===== src/sv/spg_pkg.sv =====
// Shared types, constants and helper functions of the swept pulse train generator.
package spg_pkg;

    // Tick rate of time_now and sweep switch
    localparam int unsigned TICKS_PER_SECOND = 1000000;
    localparam bit          SWEEP_ENABLE     = 1'b1;

    // Widths
    localparam int TIME_W    = 34;
    localparam int SUM_W     = TIME_W + 1;
    localparam int FREQ_W    = 12;
    localparam int DIVISOR_W = FREQ_W - 1;
    localparam int PERIOD_W  = $clog2(TICKS_PER_SECOND + 1);
    localparam int DIV_CNT_W = $clog2(PERIOD_W + 1);

    // Register reset values
    localparam logic [31:0]        START_TIME_RST    = 32'd0;
    localparam logic [31:0]        WINDOW_LENGTH_RST = 32'd1000000;
    localparam logic signed [15:0] AMPLITUDE_RST     = 16'sd50;
    localparam logic [9:0]         BASE_FREQ_RST     = 10'd10;
    localparam logic [31:0]        PULSE_WIDTH_RST   = 32'd1000;
    localparam logic [31:0]        STEP_LENGTH_RST   = 32'd100000;
    localparam logic [9:0]         FREQ_STEP_RST     = 10'd1;
    localparam logic [9:0]         MAX_FREQ_RST      = 10'd100;

    // Command codes of an input beat
    localparam logic CMD_EVAL    = 1'b0;
    localparam logic CMD_RESTART = 1'b1;

    typedef enum logic [2:0] {
        CFG_START_TIME,
        CFG_WINDOW_LENGTH,
        CFG_AMPLITUDE,
        CFG_BASE_FREQ,
        CFG_PULSE_WIDTH,
        CFG_STEP_LENGTH,
        CFG_FREQ_STEP,
        CFG_MAX_FREQ
    } spg_cfg_idx_t;

    typedef enum logic [3:0] {
        ST_IDLE,
        ST_CHECK,
        ST_STEP,
        ST_TURN,
        ST_DIV_GO,
        ST_DIVIDE,
        ST_PHASE_ON,
        ST_PHASE_OFF,
        ST_FINISH
    } spg_state_t;

    typedef struct packed {
        logic        command;
        logic [31:0] time_now;
    } spg_in_t;

    typedef struct packed {
        logic signed [15:0]       current_out;
        logic                     pulse_on;
        logic signed [FREQ_W-1:0] freq_now;
        logic                     in_window;
    } spg_out_t;

    // Controller to datapath
    typedef struct packed {
        logic load_in;
        logic check;
        logic step;
        logic turn;
        logic div_start;
        logic phase_on;
        logic phase_off;
        logic load_out;
    } spg_cmd_t;

    // Datapath to controller
    typedef struct packed {
        logic restart;
        logic in_win;
        logic freq_pos;
        logic div_done;
        logic out_free;
    } spg_status_t;

    // Clamp an exact time sum to the largest stored time
    function automatic logic [TIME_W-1:0] sat_time(input logic [SUM_W-1:0] t);
        return t[SUM_W-1] ? {TIME_W{1'b1}} : t[TIME_W-1:0];
    endfunction

    // Clamp a one-bit-grown frequency back into its signed range
    function automatic logic signed [FREQ_W-1:0] sat_freq(input logic signed [FREQ_W:0] f);
        if (f[FREQ_W] != f[FREQ_W-1]) begin
            return {f[FREQ_W], {(FREQ_W-1){~f[FREQ_W]}}};
        end
        return f[FREQ_W-1:0];
    endfunction

endpackage


===== src/sv/swept_pulse_train_generator.sv =====
// Top level of the swept pulse train generator: controller plus datapath.
//
//   channel | signals                          | beat
//   --------+----------------------------------+------------------------------
//   in      | in_valid, in_ready, in_data      | command, time_now
//   out     | out_valid, out_ready, out_data   | current_out, pulse_on, freq_now, in_window
//   cfg     | cfg_we, cfg_index, cfg_data      | one register write per cycle
//
// Each beat runs to its result before the next is taken. Inside the window at a
// positive frequency it passes the bit-serial divider; at a non-positive one it
// skips the divider; a restart or a time outside the window skips to the result.
// Reset loads the register defaults and the start-of-sequence state; no clearing pass.
// The output register lets a new input beat enter while a result still waits;
// the next result waits in the controller until the output register frees.
module swept_pulse_train_generator
    import spg_pkg::*;
(
    input  logic         clk,
    input  logic         rst_n,
    input  logic         in_valid,
    output logic         in_ready,
    input  spg_in_t      in_data,
    output logic         out_valid,
    input  logic         out_ready,
    output spg_out_t     out_data,
    input  logic         cfg_we,
    input  spg_cfg_idx_t cfg_index,
    input  logic [31:0]  cfg_data
);

    spg_cmd_t    cmd;
    spg_status_t status;

    spg_ctrl u_ctrl (
        .clk      (clk),
        .rst_n    (rst_n),
        .in_valid (in_valid),
        .in_ready (in_ready),
        .status   (status),
        .cmd      (cmd)
    );

    spg_datapath u_datapath (
        .clk       (clk),
        .rst_n     (rst_n),
        .cfg_we    (cfg_we),
        .cfg_index (cfg_index),
        .cfg_data  (cfg_data),
        .in_data   (in_data),
        .out_ready (out_ready),
        .out_valid (out_valid),
        .out_data  (out_data),
        .cmd       (cmd),
        .status    (status)
    );

endmodule


===== src/sv/spg_div.sv =====
// Restoring divider: ticks per second over the frequency, one quotient bit per cycle.
module spg_div
    import spg_pkg::*;
(
    input  logic                 clk,
    input  logic                 rst_n,
    input  logic                 start,
    input  logic [DIVISOR_W-1:0] divisor,
    output logic                 done,
    output logic [PERIOD_W-1:0]  quotient
);

    logic                 busy_reg, busy_next;
    logic                 done_reg, done_next;
    logic [DIV_CNT_W-1:0] cnt_reg, cnt_next;
    logic [DIVISOR_W-1:0] rem_reg, rem_next;
    logic [DIVISOR_W-1:0] divisor_reg, divisor_next;
    logic [PERIOD_W-1:0]  acc_reg, acc_next;
    logic [DIVISOR_W:0]   trial;
    logic                 fits;

    // Shift one dividend bit into the remainder and try a subtract
    assign trial = {rem_reg, acc_reg[PERIOD_W-1]};
    assign fits  = trial >= {1'b0, divisor_reg};

    always_comb
    begin
        busy_next    = busy_reg;
        done_next    = 1'b0;
        cnt_next     = cnt_reg;
        rem_next     = rem_reg;
        divisor_next = divisor_reg;
        acc_next     = acc_reg;
        if (start)
        begin
            busy_next    = 1'b1;
            cnt_next     = DIV_CNT_W'(PERIOD_W);
            rem_next     = '0;
            divisor_next = divisor;
            acc_next     = PERIOD_W'(TICKS_PER_SECOND);
        end
        else if (busy_reg)
        begin
            rem_next = fits ? DIVISOR_W'(trial - {1'b0, divisor_reg}) : trial[DIVISOR_W-1:0];
            acc_next = {acc_reg[PERIOD_W-2:0], fits};
            cnt_next = cnt_reg - 1'b1;
            if (cnt_reg == DIV_CNT_W'(1))
            begin
                busy_next = 1'b0;
                done_next = 1'b1;
            end
        end
    end

    // Hold control flags under reset
    always_ff @(posedge clk or negedge rst_n)
    begin
        if (!rst_n)
        begin
            busy_reg <= 1'b0;
            done_reg <= 1'b0;
            cnt_reg  <= '0;
        end
        else
        begin
            busy_reg <= busy_next;
            done_reg <= done_next;
            cnt_reg  <= cnt_next;
        end
    end

    // Advance the working registers
    always_ff @(posedge clk)
    begin
        rem_reg     <= rem_next;
        divisor_reg <= divisor_next;
        acc_reg     <= acc_next;
    end

    assign done     = done_reg;
    assign quotient = acc_reg;

endmodule


===== src/sv/spg_datapath.sv =====
// Datapath: configuration registers, sweep and pulse state, period divider, result register.
module spg_datapath
    import spg_pkg::*;
(
    input  logic         clk,
    input  logic         rst_n,
    input  logic         cfg_we,
    input  spg_cfg_idx_t cfg_index,
    input  logic [31:0]  cfg_data,
    input  spg_in_t      in_data,
    input  logic         out_ready,
    output logic         out_valid,
    output spg_out_t     out_data,
    input  spg_cmd_t     cmd,
    output spg_status_t  status
);

    // Configuration
    logic [31:0]        start_time_reg;
    logic [31:0]        window_length_reg;
    logic signed [15:0] amplitude_reg;
    logic [9:0]         base_freq_reg;
    logic [31:0]        pulse_width_reg;
    logic [31:0]        step_length_reg;
    logic [9:0]         freq_step_reg;
    logic [9:0]         max_freq_reg;

    // Sequence state
    logic signed [FREQ_W-1:0] freq_reg;
    logic                     ascending_reg;
    logic [TIME_W-1:0]        step_start_reg;
    logic [TIME_W-1:0]        next_off_base_reg;
    logic [TIME_W-1:0]        next_on_base_reg;
    logic                     on_phase_reg;

    // Per-beat working registers
    logic        command_reg;
    logic [31:0] time_reg;
    logic        inside_reg;
    logic        step_hit_reg;
    logic        out_valid_reg;
    spg_out_t    out_data_reg;

    logic                     inside_c;
    logic [SUM_W-1:0]         step_end;
    logic                     step_due;
    logic signed [FREQ_W:0]   freq_ext;
    logic signed [FREQ_W:0]   step_ext;
    logic signed [FREQ_W:0]   freq_stepped;
    logic signed [FREQ_W:0]   freq_turned;
    logic                     above_max;
    logic                     freq_pos;
    logic [TIME_W-1:0]        time_ext;
    logic                     on_due;
    logic                     off_due;
    logic [SUM_W-1:0]         on_base_sum;
    logic [SUM_W-1:0]         off_base_sum;
    logic [SUM_W-1:0]         off_time;
    logic                     div_done;
    logic [PERIOD_W-1:0]      period;
    logic                     drive;

    assign time_ext = TIME_W'(time_reg);

    // Window test over the exact end time
    assign inside_c = (time_reg >= start_time_reg)
                   && ({1'b0, time_reg} <= ({1'b0, start_time_reg} + {1'b0, window_length_reg}));

    // Sweep step test and frequency arithmetic
    assign step_end     = {1'b0, step_start_reg} + SUM_W'(step_length_reg);
    assign step_due     = SWEEP_ENABLE && (SUM_W'(time_reg) >= step_end);
    assign freq_ext     = {freq_reg[FREQ_W-1], freq_reg};
    assign step_ext     = $signed({3'b000, freq_step_reg});
    assign freq_stepped = ascending_reg ? freq_ext + step_ext : freq_ext - step_ext;
    assign freq_turned  = freq_ext - $signed({2'b00, freq_step_reg, 1'b0});
    assign above_max    = freq_reg > $signed({2'b00, max_freq_reg});
    assign freq_pos     = !freq_reg[FREQ_W-1] && (|freq_reg);

    // Pulse edge tests
    assign on_due       = !on_phase_reg && (time_ext >= next_off_base_reg);
    assign off_time     = {1'b0, next_on_base_reg} + SUM_W'(pulse_width_reg);
    assign off_due      = on_phase_reg && (SUM_W'(time_reg) >= off_time);
    assign on_base_sum  = {1'b0, next_on_base_reg} + SUM_W'(period);
    assign off_base_sum = {1'b0, next_off_base_reg} + SUM_W'(period);

    spg_div u_div (
        .clk      (clk),
        .rst_n    (rst_n),
        .start    (cmd.div_start),
        .divisor  (freq_reg[DIVISOR_W-1:0]),
        .done     (div_done),
        .quotient (period)
    );

    // Write configuration registers
    always_ff @(posedge clk or negedge rst_n)
    begin
        if (!rst_n)
        begin
            start_time_reg    <= START_TIME_RST;
            window_length_reg <= WINDOW_LENGTH_RST;
            amplitude_reg     <= AMPLITUDE_RST;
            base_freq_reg     <= BASE_FREQ_RST;
            pulse_width_reg   <= PULSE_WIDTH_RST;
            step_length_reg   <= STEP_LENGTH_RST;
            freq_step_reg     <= FREQ_STEP_RST;
            max_freq_reg      <= MAX_FREQ_RST;
        end
        else if (cfg_we)
        begin
            unique case (cfg_index)
                CFG_START_TIME:    start_time_reg    <= cfg_data;
                CFG_WINDOW_LENGTH: window_length_reg <= cfg_data;
                CFG_AMPLITUDE:     amplitude_reg     <= cfg_data[15:0];
                CFG_BASE_FREQ:     base_freq_reg     <= cfg_data[9:0];
                CFG_PULSE_WIDTH:   pulse_width_reg   <= cfg_data;
                CFG_STEP_LENGTH:   step_length_reg   <= cfg_data;
                CFG_FREQ_STEP:     freq_step_reg     <= cfg_data[9:0];
                CFG_MAX_FREQ:      max_freq_reg      <= cfg_data[9:0];
            endcase
        end
    end

    // Advance sweep and pulse state under controller commands
    always_ff @(posedge clk or negedge rst_n)
    begin
        if (!rst_n)
        begin
            freq_reg          <= $signed({2'b00, BASE_FREQ_RST});
            ascending_reg     <= 1'b1;
            step_start_reg    <= TIME_W'(START_TIME_RST);
            next_off_base_reg <= TIME_W'(START_TIME_RST);
            next_on_base_reg  <= TIME_W'(START_TIME_RST);
            on_phase_reg      <= 1'b1;
            inside_reg        <= 1'b0;
            step_hit_reg      <= 1'b0;
            out_valid_reg     <= 1'b0;
        end
        else
        begin
            if (cmd.check)
            begin
                if (command_reg == CMD_RESTART)
                begin
                    freq_reg          <= $signed({2'b00, base_freq_reg});
                    step_start_reg    <= TIME_W'(start_time_reg);
                    next_off_base_reg <= TIME_W'(start_time_reg);
                    next_on_base_reg  <= TIME_W'(start_time_reg);
                    inside_reg        <= 1'b0;
                end
                else
                begin
                    inside_reg <= inside_c;
                end
            end
            if (cmd.step)
            begin
                step_hit_reg <= step_due;
                if (step_due)
                begin
                    step_start_reg    <= sat_time(step_end);
                    next_off_base_reg <= sat_time(step_end);
                    next_on_base_reg  <= sat_time(step_end);
                    on_phase_reg      <= 1'b1;
                    freq_reg          <= sat_freq(freq_stepped);
                end
            end
            if (cmd.turn && step_hit_reg && above_max)
            begin
                freq_reg      <= sat_freq(freq_turned);
                ascending_reg <= 1'b0;
            end
            if (cmd.phase_on && on_due)
            begin
                next_on_base_reg <= sat_time(on_base_sum);
                on_phase_reg     <= 1'b1;
            end
            if (cmd.phase_off && off_due)
            begin
                next_off_base_reg <= sat_time(off_base_sum);
                on_phase_reg      <= 1'b0;
            end
            // Drop the result once taken, raise it on a new load
            if (cmd.load_out)
            begin
                out_valid_reg <= 1'b1;
            end
            else if (out_ready)
            begin
                out_valid_reg <= 1'b0;
            end
        end
    end

    assign drive = inside_reg && freq_pos && on_phase_reg;

    // Capture the input beat and build the result beat
    always_ff @(posedge clk)
    begin
        if (cmd.load_in)
        begin
            command_reg <= in_data.command;
            time_reg    <= in_data.time_now;
        end
        if (cmd.load_out)
        begin
            out_data_reg.current_out <= drive ? amplitude_reg : 16'sd0;
            out_data_reg.pulse_on    <= drive;
            out_data_reg.freq_now    <= freq_reg;
            out_data_reg.in_window   <= inside_reg;
        end
    end

    assign status.restart  = (command_reg == CMD_RESTART);
    assign status.in_win   = inside_c;
    assign status.freq_pos = freq_pos;
    assign status.div_done = div_done;
    assign status.out_free = !out_valid_reg || out_ready;

    assign out_valid = out_valid_reg;
    assign out_data  = out_data_reg;

    // A result is loaded only into a free output register
    assert property (@(posedge clk) disable iff (!rst_n)
        cmd.load_out |-> (!out_valid_reg || out_ready))
        else $error("result loaded over a pending beat");

    // A loaded result is offered in the next cycle
    assert property (@(posedge clk) disable iff (!rst_n)
        cmd.load_out |=> out_valid_reg)
        else $error("loaded result not offered");

    // A driven pulse lies inside the window and carries the amplitude
    assert property (@(posedge clk) disable iff (!rst_n)
        (out_valid_reg && out_data_reg.pulse_on) |->
            (out_data_reg.in_window && out_data_reg.current_out == amplitude_reg))
        else $error("pulse driven outside window or with wrong value");

    // The divider only ever sees a positive frequency
    assert property (@(posedge clk) disable iff (!rst_n)
        cmd.div_start |-> freq_pos)
        else $error("divider started on a non-positive frequency");

endmodule


===== src/sv/spg_ctrl.sv =====
// Controller state machine: sequences one input beat through the datapath.
module spg_ctrl
    import spg_pkg::*;
(
    input  logic        clk,
    input  logic        rst_n,
    input  logic        in_valid,
    output logic        in_ready,
    input  spg_status_t status,
    output spg_cmd_t    cmd
);

    spg_state_t state_reg, state_next;

    // Hold the state register
    always_ff @(posedge clk or negedge rst_n)
    begin
        if (!rst_n)
        begin
            state_reg <= ST_IDLE;
        end
        else
        begin
            state_reg <= state_next;
        end
    end

    // Pick the next state and issue commands
    always_comb
    begin
        state_next = state_reg;
        cmd        = '0;
        in_ready   = 1'b0;
        unique case (state_reg)
            ST_IDLE:
            begin
                in_ready    = 1'b1;
                cmd.load_in = in_valid;
                if (in_valid)
                begin
                    state_next = ST_CHECK;
                end
            end
            ST_CHECK:
            begin
                cmd.check = 1'b1;
                if (status.restart || !status.in_win)
                begin
                    state_next = ST_FINISH;
                end
                else
                begin
                    state_next = ST_STEP;
                end
            end
            ST_STEP:
            begin
                cmd.step   = 1'b1;
                state_next = ST_TURN;
            end
            ST_TURN:
            begin
                cmd.turn   = 1'b1;
                state_next = ST_DIV_GO;
            end
            ST_DIV_GO:
            begin
                if (status.freq_pos)
                begin
                    cmd.div_start = 1'b1;
                    state_next    = ST_DIVIDE;
                end
                else
                begin
                    state_next = ST_FINISH;
                end
            end
            ST_DIVIDE:
            begin
                if (status.div_done)
                begin
                    state_next = ST_PHASE_ON;
                end
            end
            ST_PHASE_ON:
            begin
                cmd.phase_on = 1'b1;
                state_next   = ST_PHASE_OFF;
            end
            ST_PHASE_OFF:
            begin
                cmd.phase_off = 1'b1;
                state_next    = ST_FINISH;
            end
            ST_FINISH:
            begin
                if (status.out_free)
                begin
                    cmd.load_out = 1'b1;
                    state_next   = ST_IDLE;
                end
            end
            default:
            begin
                state_next = ST_IDLE;
            end
        endcase
    end

endmodule

===== config.mk =====
export PLATFORM = sky130hd
export DESIGN_NAME = swept_pulse_train_generator
export DESIGN_NICKNAME = d
export VERILOG_FILES = /design/src/sv/spg_pkg.sv /design/src/sv/swept_pulse_train_generator.sv /design/src/sv/spg_div.sv /design/src/sv/spg_datapath.sv /design/src/sv/spg_ctrl.sv
export SDC_FILE = /design/constraint.sdc
export NUM_CORES = 1
export LEC_CHECK = 0
export ABC_AREA = 1
export BUFFER_PORTS_ARGS = -buffer_cell sky130_fd_sc_hd__buf_2
export CORE_MARGIN = 4
export CORE_UTILIZATION = 45
export DETAILED_ROUTE_END_ITERATION = 16
export GPL_ROUTABILITY_DRIVEN = 1
export GPL_TIMING_DRIVEN = 0
export HOLD_SLACK_MARGIN = 0.03
export MAX_ROUTING_LAYER = met4
export SYNTH_ARGS = -nofsm -noshare
export SYNTH_HDL_FRONTEND = slang
export SYNTH_SLANG_ARGS = --single-unit

===== constraint.sdc =====
create_clock -name clk -period 8.61 [get_ports clk]
set_input_delay 1.722 -clock clk [delete_from_list [all_inputs] [get_ports clk]]
set_output_delay 1.722 -clock clk [all_outputs]
set_load 0.02 [all_outputs]

==> flow_summary.json, run 1 <==
{
  "outcome": "completed",
  "whs_endpoint": "u_datapath.out_data[0]$_DFFE_PP_",
  "rr_worst_depth": 24,
  "drv_slew": 0,
  "ant_nets": 0,
  "syn2layout_area_growth_pct": 11.2,
  "cts_root_buf": "clkbuf_16",
  "portBuffers": 104,
  "path_delay_family": "compound AO/OA/AOI/OAI gates",
  "fin_area_sq_um": 34100,
  "yosys.area.top_type": "dfrtp_1",
  "finClkSkew_ns": 0.0270,
  "cts_hold_buf": 0,
  "swShare_pct": 48.6,
  "drv_cap": 0,
  "synth_fp_nets": 4551,
  "start_kind": "register",
  "grt_usage_pct": 29.7,
  "cp_slowest_cell": "dfrtp_1",
  "r2r-start": "u_datapath.next_on_base_reg[2]$_DFF_PN0_",
  "max_freq_mhz": 183,
  "dpl-instance-area_sq_um": 32300,
  "worstSetupPathType": "reg -> reg",
  "p_switching_w": 0.00603,
  "slew_headroom_pct": 15.0,
  "vias": 28300,
  "synth_top_area_share_pct": 22.2,
  "p_comb_share_pct": 55.6,
  "rows": 95,
  "synth_flop_cell": "dfrtp_1",
  "die_area_sq_um": 72300,
  "finalPower_w": 0.0124,
  "io_pins": 105,
  "yosysUniqueCellTypes": 58,
  "drc_errors": 0,
  "cpMostUsedCell": "nand2_1",
  "cp.arrival_ns": 5.95,
  "first_global_vias": 27100,
  "wl_mm": 105,
  "overflow": 0,
  "clk_latency_ns": 0.62,
  "vias_per_cell": 5.44,
  "grt_pass1_wl_mm": 158,
  "holdPathStages": 0,
  "start_util_pct": 45.5,
  "slowest_delay_ns": 0.50,
  "route.detailed.wl_per_inst_microns": 20.2,
  "pwr-share-clk_pct": 17.7,
  "netlist_area_sq_um": 30600,
  "gp_congestion": 1.00,
  "clk_path_buf_depth": 3,
  "die_y_microns": 269,
  "synth-seq-area-share_pct": 34.3,
  "cts.sinks": 409,
  "drt_pass1_iterations": 6,
  "cp_max_fo": 10,
  "reg2reg_slack_ns": 3.15,
  "grt_setup_unrepaired": "false",
  "synth-edff-count": 74,
  "powerDensity_nw_per_um2": 365,
  "async_flop_share_pct": 74.3,
  "tightest_slew_ns": 1.27,
  "core_region_area_sq_um": 67300,
  "cts_tree": "done",
  "ctsHtreeMaxLevel": 2,
  "cts_made_buffers": 50,
  "min-delay-start": "u_datapath.inside_reg$_DFFE_PN0P_",
  "post_cts_resized": 0,
  "crit_buf_inv": 3,
  "p_seq_share_pct": 26.7,
  "n_antenna_cell": 0,
  "antenna_found_initial": 0,
  "critPathRequiredTime_ns": 9.10,
  "worst_setup_path_end_kind": "register",
  "clkTransAtPathRegs_ns": 0.06,
  "cts_setup_buffers": 0,
  "dr.first_iter.drc_count": 2390,
  "grt_max_degree": 118,
  "synth-seq-cells": 409,
  "r2r_end": "u_datapath.next_off_base_reg[8]$_DFF_PN0_",
  "synth_cells": 4127,
  "nets": 4712,
  "setup-violations-final": 0,
  "avgSynthCellArea_sq_um": 7.42,
  "worstPathCellList": "ha_1 -> nand2_1 -> nand3_1 -> a21boi_0 -> o21ai_0 -> a21oi_1 -> o21ai_0 -> a21boi_0 -> o21ai_0 -> xnor2_1 -> ha_1 -> nand4_1 -> inv_1 -> nand2_1 -> nor2_1 -> a311oi_1 -> nand2_1 -> nand3_1 -> nor2_1 -> nand2_1 -> buf_2 -> nand2_1 -> o21ai_0 -> inv_1",
  "die_x_microns": 269,
  "p_leak_nw": 17.5,
  "vdd_drop_max_mv": 0.210,
  "hold_path.class": "reg -> reg",
  "synthTopCellsByArea": "dfrtp_1 (22%), ha_1 (14%), nand2_1 (14%), edfxtp_1 (7.3%), inv_1 (6.5%)",
  "fin_crit_sh_pct": 63.4,
  "hpwlAfterDp_mm": 84.8,
  "ys_warn_count": 0,
  "finalHoldViolations": 0,
  "drive_gt1_share_pct": 6.44,
  "fin_crit_ns": 5.46,
  "internal_power_w": 0.00639,
  "yosysMostFrequentCell": "nand2_1",
  "synth_common_cells": "nand2_1 (1104), inv_1 (533), o21ai_0 (378)",
  "fin_tns_setup_ns": 0
}
==> placed cells by master (no fill, tap or decap), types with 24 or more instances in the layout <==
master | Yosys | layout
dfrtp_1 | 272 | 272
inv_1 | 533 | 533
clkbuf_16 | 0 | 50
edfxtp_1 | 74 | 74
o21bai_1 | 26 | 26
o21ai_0 | 378 | 378
buf_2 | 21 | 124
a21oi_1 | 261 | 261
nor4_1 | 25 | 24
nor2_1 | 257 | 256
dfstp_2 | 32 | 32
nand3_1 | 240 | 240
ha_1 | 343 | 343
nor3_1 | 47 | 46
clkbuf_1 | 64 | 71
dfxtp_1 | 31 | 31
xnor2_1 | 66 | 66
nand4_1 | 48 | 48
xor2_1 | 110 | 110
nand2_1 | 1104 | 1104
a31oi_1 | 24 | 24
==> power by group through the flow <==
stage	Clock, W	Sequential (W)	Combinational (W)
after floorplan	0	0.00299	0.00509
after global placement	0	0.00331	0.00672
after detailed placement	0	0.00330	0.00680
after CTS	0.00224	0.00327	0.00685
after global routing	0.00232	0.00335	0.00787
final	0.00220	0.00331	0.00691
==> kinds of logic (layout without fill, tap and decap cells) <==
family,count (synthesis),count (layout),share of synthesized area (%)
and+or+nand+nor,1763,1763,24.0
AOI/OAI and AO/OA,793,793,14.1
buffers and inverters,628,831,7.89
DFF,409,409,34.3
adders and majority gates,351,351,14.5
xor gates and xnor gates,176,176,5.03
muxes,7,7,0.229
==> worst max-delay path by stage <==
stage,slack (ns),depth (start not counted),end,from
global placement,-0.44,1,u_datapath.amplitude_reg[7]$_DFFE_PN0P_,rst_n
floorplan,4.08,2,u_datapath.command_reg$_DFFE_PP_,in_valid
global route,2.84,26,u_datapath.next_off_base_reg[28]$_DFF_PN0_,u_datapath.next_on_base_reg[0]$_DFF_PN0_
CTS,3.26,24,u_datapath.next_off_base_reg[14]$_DFF_PN0_,u_datapath.next_on_base_reg[2]$_DFF_PN0_
detailed placement,3.28,24,u_datapath.next_off_base_reg[14]$_DFF_PN0_,u_datapath.next_on_base_reg[2]$_DFF_PN0_
finish,3.15,24,u_datapath.next_off_base_reg[8]$_DFF_PN0_,u_datapath.next_on_base_reg[2]$_DFF_PN0_
==> per-stage QoR <==
stage,util (%),cells,setup slack (ns),hold slack [ns]
after floorplan,-,4127,4.08,0.425
after detailed placement,48.1,5109,3.28,0.441
after global placement,47.9,5104,-0.439,0.442
after global routing,50.6,5203,2.84,0.472
final,50.6,5203,3.15,0.463
after CTS,50.6,5203,3.26,0.460
==> per-layer routing <==
metal / up-vias / wire length (microns) / global-route usage, %
met5: - / 0 / -
li1: 14000 / - / -
met2: 851 / 46000 / 45.7
met3: 137 / 6950 / 3.24
met1: 13300 / 49200 / 42.1
met4: 0 / 2810 / 7.60
==> layout make-up <==
| cell class | count | area [sq um] |
|---|---|---|
| clock inverter | 29 | 327 |
| multi-input combinational | 3090 | 17700 |
| sequential | 409 | 10500 |
| inverter | 535 | 2010 |
| timing repair buffer | 109 | 619 |
| fill | 6811 | 33200 |
| buffer | 93 | 409 |
| tap | 873 | 1090 |
| clock buffer | 65 | 1390 |
No activity file was read; power rests on OpenSTA's default activity.
==> run 2, diff against run 1 <==
==> constraint.sdc (replaced) <==
create_clock -name clk -period 4.6 [get_ports clk]
set_input_delay 0.92 -clock clk [delete_from_list [all_inputs] [get_ports clk]]
set_output_delay 0.92 -clock clk [all_outputs]
set_load 0.02 [all_outputs]
==> flow_summary.json, run 2 (synthesis gave the netlist of run 1 again) <==
{
  "outcome": "completed",
  "fin_tns_setup_ns": 0,
  "grt_usage_pct": 29.7,
  "clk_latency_ns": 0.62,
  "vdd_drop_max_mv": 0.392,
  "wl_mm": 105,
  "clkTransAtPathRegs_ns": 0.06,
  "dpl-instance-area_sq_um": 32300,
  "io_pins": 105,
  "cp.arrival_ns": 4.92,
  "core_region_area_sq_um": 67300,
  "pwr-share-clk_pct": 17.6,
  "p_comb_share_pct": 55.9,
  "first_global_vias": 27200,
  "drv_slew": 0,
  "route.detailed.wl_per_inst_microns": 20.2,
  "grt_pass1_wl_mm": 159,
  "n_antenna_cell": 0,
  "fillCellCount": 6800,
  "drc_errors": 0,
  "hpwlAfterDp_mm": 84.8,
  "powerDensity_nw_per_um2": 683,
  "fin_area_sq_um": 34300,
  "worst_setup_path_end_kind": "register",
  "start_kind": "register",
  "rows": 95,
  "swShare_pct": 48.6,
  "mostFrequentLayoutCells": "nand2_1 (1100), inv_1 (532), o21ai_0 (370)",
  "p_seq_share_pct": 26.5,
  "finalPower_w": 0.0234,
  "drt_pass1_iterations": 6,
  "portBuffers": 104,
  "cts.sinks": 409,
  "layout_commonest_cell": "nand2_1",
  "fin_crit_ns": 4.42,
  "cts_tree": "done",
  "drive_gt1_share_pct": 7.56,
  "max_freq_mhz": 226,
  "cts_made_buffers": 50,
  "grt_setup_unrepaired": "true",
  "finClkSkew_ns": 0.0255,
  "p_switching_w": 0.0114,
  "start_util_pct": 45.5,
  "gp_congestion": 1.00,
  "vias_per_cell": 5.46,
  "die_y_microns": 269,
  "die_area_sq_um": 72300,
  "p_leak_nw": 17.6,
  "cp_max_fo": 10,
  "cts_hold_buf": 0,
  "finalHoldViolations": 0,
  "ant_nets": 0,
  "setup-violations-final": 0,
  "die_x_microns": 269,
  "ctsHtreeMaxLevel": 2,
  "internal_power_w": 0.0120,
  "critPathRequiredTime_ns": 5.10,
  "dr.first_iter.drc_count": 2339,
  "antenna_found_initial": 0,
  "overflow": 0,
  "grt_max_degree": 118,
  "seq_area_sq_um": 10500,
  "tightest_slew_ns": 1.32,
  "worstSetupPathType": "reg -> reg",
  "final_core_util_pct": 51.0,
  "hold_path.class": "in -> async",
  "drv_cap": 0,
  "nets": 4719,
  "clk_path_buf_depth": 3,
  "vias": 28400,
  "fin_crit_sh_pct": 96.0,
  "cts_root_buf": "clkbuf_16",
  "slew_headroom_pct": 11.4,
  "multi_input_area_sq_um": 17900,
  "syn2layout_area_growth_pct": 12.1
}
## run 2: changes by cell type in the layout (fill, tap and decap cells not counted), moves of 4 or more
cell,previous run,this run
buf_4,3,13
nor2_2,1,8
o21ai_2,0,4
nand2_1,1104,1100
a21oi_2,0,6
a21oi_1,261,254
o21ai_1,10,14
o21ai_0,378,370
nor2_1,256,248
buf_2,124,116
## run 2: metal layers
metal  global-route usage [%]  wire, microns  vias to the layer above
met5                        -              0                        -
li1                         -              -                    14100
met4                     7.74           2830                        0
met2                     45.8          46100                      865
met3                     3.28           7400                      128
met1                     42.1          48900                    13400
## run 2: per-stage QoR
step,setup WS [ns],instances,hold WS [ns]
after floorplan,0.791,4127,0.425
after global placement,-3.65,5104,0.442
after detailed placement,-0.733,5109,0.441
after CTS,0.00415,5206,0.316
after global routing,-0.0196,5210,0.330
final,0.183,5210,0.266
## run 2: worst max-delay path, cell delays in order (launching register included)
cell	delay (ns)
dfrtp_1	0.40
ha_1	0.39
nand2_1	0.09
nor2_2	0.21
a21oi_2	0.11
o21ai_2	0.22
nand2_1	0.09
nand2_1	0.16
nand4_1	0.12
nand2_1	0.13
xor2_1	0.25
ha_1	0.29
nand4_1	0.15
nor3_2	0.23
nand3_1	0.11
o21bai_1	0.13
inv_1	0.05
nand2_1	0.16
buf_4	0.23
buf_6	0.19
nand3_1	0.19
nand2_1	0.19
nand2_1	0.08
o21ai_1	0.07
inv_1	0.05
## run 2: timing repair
item | 4_1_cts | 5_1_grt
resized for setup | 31 | 38
buffers inserted | 3 | 4
pin swaps | 2 | 5
setup endpoints to repair | 71 | 115
## run 2: layout make-up
type | count | area share [%]
buffer | 93 | 1.28
clock inverter | 29 | 0.951
timing repair buffer | 116 | 1.96
tap | 873 | 3.18
multi-input combinational | 3090 | 52.2
sequential | 409 | 30.6
clock buffer | 65 | 4.04
inverter | 535 | 5.86
## run 2: final timing paths
kind,start,to,slack [ns],cells past startpoint
setup / recovery,u_datapath.step_start_reg[2]$_DFF_PN0_,u_datapath.next_off_base_reg[28]$_DFF_PN0_,0.18,24
hold / removal,rst_n,u_datapath.next_off_base_reg[28]$_DFF_PN0_,0.27,1
setup reg to reg,u_datapath.step_start_reg[2]$_DFF_PN0_,u_datapath.next_off_base_reg[28]$_DFF_PN0_,0.18,24
hold reg to reg,u_datapath.inside_reg$_DFFE_PN0P_,u_datapath.out_data[0]$_DFFE_PP_,0.46,0
max in group asynchronous,rst_n,u_datapath.start_time_reg[0]$_DFFE_PN0P_,3.23,2
min in group clk,u_datapath.inside_reg$_DFFE_PN0P_,u_datapath.out_data[0]$_DFFE_PP_,0.46,0
## run 2: power groups by stage
| stage | sequential, W | clock [W] | combinational (W) |
|---|---|---|---|
| 3_5_place_dp | 0.00618 | 0 | 0.0127 |
| 5_1_grt | 0.00627 | 0.00434 | 0.0149 |
| 3_3_place_gp | 0.00619 | 0 | 0.0126 |
| 6_report | 0.00621 | 0.00412 | 0.0131 |
| 4_1_cts | 0.00613 | 0.00420 | 0.0129 |
| 2_1_floorplan | 0.00559 | 0 | 0.00954 |
